File: src/rtl/cls_pkg.sv
// ----------------------------------------------------------------------------
// cls_pkg
// Shared types and fixed field widths for the compacting list store.
// ----------------------------------------------------------------------------
package cls_pkg;

   localparam int OP_W        = 3;
   localparam int INDEX_W     = 6;
   localparam int VALUE_W     = 32;
   localparam int COUNT_OUT_W = 7;
   localparam int STATUS_W    = 2;

   typedef enum logic [OP_W-1:0] {
      OP_APPEND  = 3'd0,
      OP_SET     = 3'd1,
      OP_READ    = 3'd2,
      OP_CLEAR   = 3'd3,
      OP_REVERSE = 3'd4,
      OP_REMOVE  = 3'd5,
      OP_FIND    = 3'd6
   } op_type;

   typedef enum logic [STATUS_W-1:0] {
      ST_OK    = 2'd0,
      ST_FULL  = 2'd1,
      ST_RANGE = 2'd2
   } status_type;

   typedef enum logic [2:0] {
      S_IDLE,
      S_RD_WAIT,
      S_REV_SWAP,
      S_REV_WRITE,
      S_RM_SCAN,
      S_FD_SCAN
   } state_type;

endpackage

File: src/rtl/compacting_list_store.sv
// ----------------------------------------------------------------------------
// compacting_list_store
// Bounded ordered list of words with append, set, read, clear, reverse,
// remove-all-equal with compaction and find-first, driven by one sequencer
// around a single-port-pair entry store and one shared equality compare.
//
//   channel   handshake                 word
//   request   start / busy              req_op, req_entry_index, req_entry_value
//   response  rsp_strobe (one cycle)    rsp_read_value, rsp_found,
//                                       rsp_found_index, rsp_entry_count, rsp_status
//
// append, set, clear and rejected requests: response in the cycle after start.
// read: word taken in S_RD_WAIT. reverse: S_REV_SWAP then S_REV_WRITE a pair.
// remove and find: one entry compared per cycle.
// reset clears the count and the sequencer; stored words keep no reset value.
// busy is high from the cycle after start until the response when S_IDLE is
// left. a new start is taken in the cycle the response shows; no hold-off.
// ----------------------------------------------------------------------------
module compacting_list_store #(
   parameter int CAPACITY   = 64,
   parameter int DATA_WIDTH = 32
) (
   input  logic                                   clock,
   input  logic                                   reset,
   input  logic                                   start,
   output logic                                   busy,
   input  logic [cls_pkg::OP_W-1:0]               req_op,
   input  logic [cls_pkg::INDEX_W-1:0]            req_entry_index,
   input  logic [cls_pkg::VALUE_W-1:0]            req_entry_value,
   output logic                                   rsp_strobe,
   output logic [cls_pkg::VALUE_W-1:0]            rsp_read_value,
   output logic                                   rsp_found,
   output logic [cls_pkg::INDEX_W-1:0]            rsp_found_index,
   output logic [cls_pkg::COUNT_OUT_W-1:0]        rsp_entry_count,
   output cls_pkg::status_type                    rsp_status
);

   import cls_pkg::*;

   localparam int AW  = $clog2(CAPACITY);
   localparam int CW  = $clog2(CAPACITY + 1);
   localparam int IXW = (CW > INDEX_W) ? CW : INDEX_W;

   state_type               state_ff, state_in;
   logic [CW-1:0]           count_ff, count_in;
   logic [CW-1:0]           ptr_ff, ptr_in;
   logic [CW-1:0]           hi_ff, hi_in;
   logic [CW-1:0]           dst_ff, dst_in;
   logic [DATA_WIDTH-1:0]   value_ff, value_in;
   logic                    strobe_ff, strobe_in;
   logic [VALUE_W-1:0]      rvalue_ff, rvalue_in;
   logic                    found_ff, found_in;
   logic [INDEX_W-1:0]      findex_ff, findex_in;
   status_type              status_ff, status_in;

   logic                    ram_we;
   logic [AW-1:0]           ram_waddr;
   logic [DATA_WIDTH-1:0]   ram_wdata;
   logic [AW-1:0]           ram_raddr;
   logic [DATA_WIDTH-1:0]   ram_rdata;

   logic [DATA_WIDTH-1:0]   req_value;
   logic [IXW-1:0]          idx_w;
   logic [IXW-1:0]          cnt_w;
   logic                    idx_bad;
   logic                    match;
   logic                    last;
   logic [CW-1:0]           ptr_next;
   logic [CW:0]             ptr_plus2;

   cls_ram #(
      .DEPTH  (CAPACITY),
      .DATA_W (DATA_WIDTH)
   ) u_ram (
      .clock   (clock),
      .wr_en   (ram_we),
      .wr_addr (ram_waddr),
      .wr_data (ram_wdata),
      .rd_addr (ram_raddr),
      .rd_data (ram_rdata)
   );

   assign req_value = DATA_WIDTH'(req_entry_value);
   assign idx_w     = IXW'(req_entry_index);
   assign cnt_w     = IXW'(count_ff);
   assign idx_bad   = (idx_w >= cnt_w);
   // shared compare for remove and find
   assign match     = (ram_rdata == value_ff);
   assign last      = (ptr_ff == (count_ff - CW'(1)));
   assign ptr_next  = ptr_ff + CW'(1);
   assign ptr_plus2 = {1'b0, ptr_ff} + (CW + 1)'(2);

   always_ff @(posedge clock) begin
      if (reset) begin
         state_ff  <= S_IDLE;
         count_ff  <= '0;
         strobe_ff <= 1'b0;
      end else begin
         state_ff  <= state_in;
         count_ff  <= count_in;
         strobe_ff <= strobe_in;
      end
   end

   always_ff @(posedge clock) begin
      ptr_ff    <= ptr_in;
      hi_ff     <= hi_in;
      dst_ff    <= dst_in;
      value_ff  <= value_in;
      rvalue_ff <= rvalue_in;
      found_ff  <= found_in;
      findex_ff <= findex_in;
      status_ff <= status_in;
   end

   always_comb begin
      state_in  = state_ff;
      count_in  = count_ff;
      ptr_in    = ptr_ff;
      hi_in     = hi_ff;
      dst_in    = dst_ff;
      value_in  = value_ff;
      strobe_in = 1'b0;
      rvalue_in = rvalue_ff;
      found_in  = found_ff;
      findex_in = findex_ff;
      status_in = status_ff;
      ram_we    = 1'b0;
      ram_waddr = '0;
      ram_wdata = '0;
      ram_raddr = '0;

      case (state_ff)
         S_IDLE: begin
            if (start) begin
               value_in  = req_value;
               rvalue_in = '0;
               found_in  = 1'b0;
               findex_in = '0;
               status_in = ST_OK;
               case (op_type'(req_op))
                  OP_APPEND: begin
                     strobe_in = 1'b1;
                     if (count_ff == CW'(CAPACITY)) begin
                        status_in = ST_FULL;
                     end else begin
                        ram_we    = 1'b1;
                        ram_waddr = count_ff[AW-1:0];
                        ram_wdata = req_value;
                        count_in  = count_ff + CW'(1);
                     end
                  end
                  OP_SET: begin
                     strobe_in = 1'b1;
                     if (idx_bad) begin
                        status_in = ST_RANGE;
                     end else begin
                        ram_we    = 1'b1;
                        ram_waddr = idx_w[AW-1:0];
                        ram_wdata = req_value;
                     end
                  end
                  OP_READ: begin
                     if (idx_bad) begin
                        status_in = ST_RANGE;
                        strobe_in = 1'b1;
                     end else begin
                        ram_raddr = idx_w[AW-1:0];
                        state_in  = S_RD_WAIT;
                     end
                  end
                  OP_CLEAR: begin
                     count_in  = '0;
                     strobe_in = 1'b1;
                  end
                  OP_REVERSE: begin
                     if (count_ff < CW'(2)) begin
                        strobe_in = 1'b1;
                     end else begin
                        ram_raddr = '0;
                        ptr_in    = '0;
                        hi_in     = count_ff - CW'(1);
                        state_in  = S_REV_SWAP;
                     end
                  end
                  OP_REMOVE: begin
                     if (count_ff == '0) begin
                        strobe_in = 1'b1;
                     end else begin
                        ram_raddr = '0;
                        ptr_in    = '0;
                        dst_in    = '0;
                        state_in  = S_RM_SCAN;
                     end
                  end
                  OP_FIND: begin
                     if (count_ff == '0) begin
                        strobe_in = 1'b1;
                     end else begin
                        ram_raddr = '0;
                        ptr_in    = '0;
                        state_in  = S_FD_SCAN;
                     end
                  end
                  default: begin
                     strobe_in = 1'b1;
                  end
               endcase
            end
         end
         S_RD_WAIT: begin
            rvalue_in = VALUE_W'(ram_rdata);
            strobe_in = 1'b1;
            state_in  = S_IDLE;
         end
         S_REV_SWAP: begin
            // low word arrives; fetch the high word and overwrite it
            ram_raddr = hi_ff[AW-1:0];
            ram_we    = 1'b1;
            ram_waddr = hi_ff[AW-1:0];
            ram_wdata = ram_rdata;
            state_in  = S_REV_WRITE;
         end
         S_REV_WRITE: begin
            ram_we    = 1'b1;
            ram_waddr = ptr_ff[AW-1:0];
            ram_wdata = ram_rdata;
            ptr_in    = ptr_next;
            hi_in     = hi_ff - CW'(1);
            if (ptr_plus2 < {1'b0, hi_ff}) begin
               ram_raddr = ptr_next[AW-1:0];
               state_in  = S_REV_SWAP;
            end else begin
               strobe_in = 1'b1;
               state_in  = S_IDLE;
            end
         end
         S_RM_SCAN: begin
            if (!match) begin
               ram_we    = 1'b1;
               ram_waddr = dst_ff[AW-1:0];
               ram_wdata = ram_rdata;
               dst_in    = dst_ff + CW'(1);
            end
            if (last) begin
               count_in  = match ? dst_ff : (dst_ff + CW'(1));
               strobe_in = 1'b1;
               state_in  = S_IDLE;
            end else begin
               ram_raddr = ptr_next[AW-1:0];
               ptr_in    = ptr_next;
            end
         end
         S_FD_SCAN: begin
            if (match) begin
               found_in  = 1'b1;
               findex_in = INDEX_W'(ptr_ff);
               strobe_in = 1'b1;
               state_in  = S_IDLE;
            end else if (last) begin
               strobe_in = 1'b1;
               state_in  = S_IDLE;
            end else begin
               ram_raddr = ptr_next[AW-1:0];
               ptr_in    = ptr_next;
            end
         end
         default: begin
            state_in = S_IDLE;
         end
      endcase
   end

   assign busy            = (state_ff != S_IDLE);
   assign rsp_strobe      = strobe_ff;
   assign rsp_read_value  = rvalue_ff;
   assign rsp_found       = found_ff;
   assign rsp_found_index = findex_ff;
   assign rsp_entry_count = COUNT_OUT_W'(count_ff);
   assign rsp_status      = status_ff;

`ifndef SYNTHESIS
   a_strobe_has_cause: assert property (@(posedge clock) disable iff (reset)
      rsp_strobe |-> $past(start || busy))
      else $error("response word without a request");

   a_count_bounded: assert property (@(posedge clock) disable iff (reset)
      count_ff <= CW'(CAPACITY))
      else $error("entry count beyond capacity");

   a_full_only_when_full: assert property (@(posedge clock) disable iff (reset)
      (rsp_strobe && (rsp_status == ST_FULL)) |-> (count_ff == CW'(CAPACITY)))
      else $error("full status with room left");

   a_reverse_order: assert property (@(posedge clock) disable iff (reset)
      (state_ff == S_REV_WRITE) |-> (ptr_ff < hi_ff))
      else $error("reverse pointers crossed");
`endif

endmodule

File: src/rtl/cls_ram.sv
// ----------------------------------------------------------------------------
// cls_ram
// Entry store: one write port, one read port with registered read data.
// A read and a write of the same address in one cycle return the old word.
// ----------------------------------------------------------------------------
module cls_ram #(
   parameter int DEPTH  = 64,
   parameter int DATA_W = 32
) (
   input  logic                     clock,
   input  logic                     wr_en,
   input  logic [$clog2(DEPTH)-1:0] wr_addr,
   input  logic [DATA_W-1:0]        wr_data,
   input  logic [$clog2(DEPTH)-1:0] rd_addr,
   output logic [DATA_W-1:0]        rd_data
);

   logic [DATA_W-1:0] mem [DEPTH];
   logic [DATA_W-1:0] rd_data_ff;

   always_ff @(posedge clock) begin
      if (wr_en) begin
         mem[wr_addr] <= wr_data;
      end
      rd_data_ff <= mem[rd_addr];
   end

   assign rd_data = rd_data_ff;

endmodule
File: config.mk
export PLATFORM = sky130hd
export DESIGN_NAME = compacting_list_store
export DESIGN_NICKNAME = d
export VERILOG_FILES = /design/src/rtl/cls_pkg.sv /design/src/rtl/compacting_list_store.sv /design/src/rtl/cls_ram.sv
export SDC_FILE = /design/constraint.sdc
export NUM_CORES = 2
export LEC_CHECK = 0
export BUFFER_PORTS_ARGS = -buffer_cell sky130_fd_sc_hd__buf_2
export CAP_MARGIN = 20
export CORE_UTILIZATION = 45
export DETAILED_ROUTE_END_ITERATION = 10
export SLEW_MARGIN = 20
export SYNTH_ARGS = -nofsm -noshare
export SYNTH_HDL_FRONTEND = slang
export SYNTH_SLANG_ARGS = --single-unit
File: constraint.sdc
create_clock -name clock -period 11.63 [get_ports clock]
set_input_delay 1.163 -clock clock [delete_from_list [all_inputs] [get_ports clock]]
set_output_delay 1.163 -clock clock [all_outputs]
set_load 0.05 [all_outputs]
==> impl_metrics.toml <==
[synthesis]
synth_common_cells = "edfxtp_1, nand2_1, nand3_1"
ys.warnings.count = 0
synth_top_area_frac = 0.7329
async_flop_share = 0
synthFlopType = "edfxtp_1"
synth_edf_count = 2142
yosys.area.top_type = "edfxtp_1"
synth_nets = 6871
yosysSeqAreaShare = 0.7427
synthTopCellsByArea = "edfxtp_1, nand2_1, nand3_1, a31oi_1, and3_1"
ys_types = 72
synth.most_common_cell = "edfxtp_1"
mappedNetlistArea_mm2 = 0.08776
yosys_register_bits = 2185
netlist_instances = 6808
syn_area_per_cell_um2 = 12.89

[die]
die-area_mm2 = 0.1968
start_util = 0.4543
num_rows = 161
die_w_um = 443.6
core_mm2 = 0.1932
dieHeight_um = 443.6
io_pins = 94

[setup_path]
path_class = "register to register"
critPathLaunchType = "register"
required_ns = 12.44
endpoint_kind = "register"
critPathMaxFanout = 113
critPathArrivalTime_ns = 7.34

[clock_network]
clkLatencyLatePin_ns = 0.89
cts.repair.resized = 0
cts_tree = "done"
htree_levels = 4
cts_buffer_depth = 3
cts.sink_count = 2185
hold_buffers = 0
clk_pin_slew_worst_paths_ns = 0.06
cts-root-buf = "clkbuf_16"
postCtsSetupBuffers = 0
cts_made_buffers = 217

[timing]
fin_setup_tns_ns = 0
rsz0062_at_grt = "false"
finalHoldViolCount = 0
max-slew-margin-rel = 0.2101
fmax_mhz = 153.1
final.setup_skew_ns = 0.06732
whs_ns = 0.4771
finalCritPeriodShare = 0.5618
worst_slew_pin_slew_ns = 1.175
setup_viol = 0
final_max_slew_viol_count = 0
fin_crit_ns = 6.533

[placement]
port_buffers = 93
gp_congestion = 0.8991
hpwlAfterDp_mm = 148.3

[routing]
avgRoutedWirePerCell_um = 28.23
drtIter0Drc = 8161
ant_nets = 0
wl_mm = 270.8
post-route-drc-count = 0
vias = 57496
first_pass_iters = 9
vias_per_cell = 5.992

[hold_path]
min_path_type = "primary input to register"

[grt]
grt_overflow_total = 0
grt_pass1_vias = 53924
grt_antenna_before_repair = 17
grt_pass1_wl_mm = 386.2
grt_usage = 0.2701
grt_max_degree = 156

[power_and_ir_drop]
powerDensity_mw_per_mm2 = 169.1
ir_drop_mv = 0.1428
leakagePower_nw = 34.46

[final_layout]
layout-drive-gt1-share = 0.1054
fin_nets = 6931
layout-area-overhead-vs-synth_pct = 12.48

[outcome]
status = "completed"

[flow_run]
drv_cap = 0
path summary, 6_finish.rpt:
path / from / to / slack (ns) / cells past startpoint
max: u_ram.rd_data[26] / u_ram.rd_data[4] / 5.10 / 14
min: req_entry_value[9] / value_ff[9] / 0.48 / 1
max reg2reg: u_ram.rd_data[26] / u_ram.rd_data[4] / 5.10 / 14
min reg2reg: u_ram.rd_data[23] / rsp_read_value[23] / 0.62 / 1
placed cells by master, fill, tap and decap left out, types with 9 or more instances in the layout:
| master | count |
|---|---|
| clkbuf_16 | 217 |
| ha_1 | 19 |
| o22ai_1 | 54 |
| a31oi_1 | 262 |
| bufinv_16 | 18 |
| a21oi_2 | 9 |
| xnor2_1 | 49 |
| nor3_1 | 42 |
| xor2_1 | 13 |
| a221o_1 | 10 |
| o21ai_0 | 62 |
| nor4_1 | 23 |
| buf_2 | 93 |
| nor2_4 | 68 |
| nand3_1 | 686 |
| or4_1 | 22 |
| a21oi_1 | 131 |
| nand2_1 | 2063 |
| inv_1 | 21 |
| nand2b_1 | 9 |
| and2_1 | 36 |
| a22o_2 | 32 |
| clkbuf_1 | 45 |
| mux2i_1 | 33 |
| a32oi_1 | 32 |
| a32o_1 | 14 |
| clkinv_16 | 9 |
| nand4_1 | 21 |
| clkinv_2 | 41 |
| buf_12 | 11 |
| dfxtp_1 | 43 |
| clkbuf_8 | 12 |
| a22oi_1 | 32 |
| and3_1 | 244 |
| nor2_1 | 65 |
| buf_4 | 170 |
| edfxtp_1 | 2142 |
| a211oi_1 | 11 |
| clkinv_1 | 48 |
| clkinvlp_4 | 10 |
per-stage QoR:
| stage | cell area (um^2) | cells | worst slack [ns] | utilization | total power, mW |
|---|---|---|---|---|---|
| detailed placement | 91490 | 9175 | 4.914 | 0.4736 | 9.794 |
| global placement | 91460 | 9175 | 4.983 | 0.4734 | 9.784 |
| global route | 98700 | 9589 | 5.037 | 0.5109 | 17.09 |
| floorplan | 87760 | 6808 | 6.263 | - | 9.421 |
| finish | 98720 | 9595 | 5.097 | 0.5110 | 16.69 |
| CTS | 98690 | 9587 | 5.152 | 0.5108 | 16.74 |
power breakdown:
| group | leakage, nW | switching, mW | internal [mW] | total (mW) |
|---|---|---|---|---|
| combinational | 10.8 | 0.654 | 0.216 | 0.870 |
| sequential | 20.2 | 0.0682 | 8.71 | 8.77 |
| clock | 3.48 | 3.11 | 3.94 | 7.05 |
per-layer routing:
metal | wire length [um] | GRT usage | up-vias
li1 | - | - | 25087
met4 | 13250 | 0.1278 | 12
met3 | 25320 | 0.04616 | 549
met1 | 106200 | 0.3664 | 28896
met5 | 80 | 0 | -
met2 | 126000 | 0.4246 | 2952
area by class of cell:
cell class | instances | area (um^2)
Inverter | 21 | 78.83
Multi-Input combinational cell | 4169 | 21120
Clock inverter | 138 | 1428
Antenna cell | 8 | 20.02
Clock buffer | 274 | 5764
Fill cell | 16250 | 94470
Tap cell | 2526 | 3161
Timing Repair Buffer | 274 | 1962
Sequential cell | 2185 | 65180
registers in the layout, summed over array words and instances, names as in the netlist:
name and count:
u_ram.mem 2048, rsp_read_value 32, u_ram.rd_data 32, value_ff 32, dst_ff 7, hi_ff 7
ptr_ff 7, rsp_entry_count 7, rsp_found_index 6, state_ff 3, rsp_status 2, rsp_found 1
rsp_strobe 1
worst max-delay path, cell delays in order, from the launching register on:
cell and delay, ns:
dfxtp_1 0.59, xnor2_1 0.22, nand4_1 0.15, nor4_2 0.61
nand3_1 0.60, a31oi_4 0.39, buf_12 0.48, buf_4 0.54
buf_4 0.81, nand2_1 0.10, and3_1 0.20, a31oi_1 0.23
o22ai_1 0.15, nor3_1 0.91, or4_1 0.23
kinds of logic after synthesis:
kind of cell / synth area share
multiplexers: 0.004534
flip-flops: 0.7427
adder cells (fa/ha/maj): 0.002709
AND/OR/NAND/NOR: 0.1645
buffers and inverters: 0.02462
AO/OA/AOI/OAI: 0.05450
XOR/XNOR: 0.006458
(Power assumes the default switching activity.)
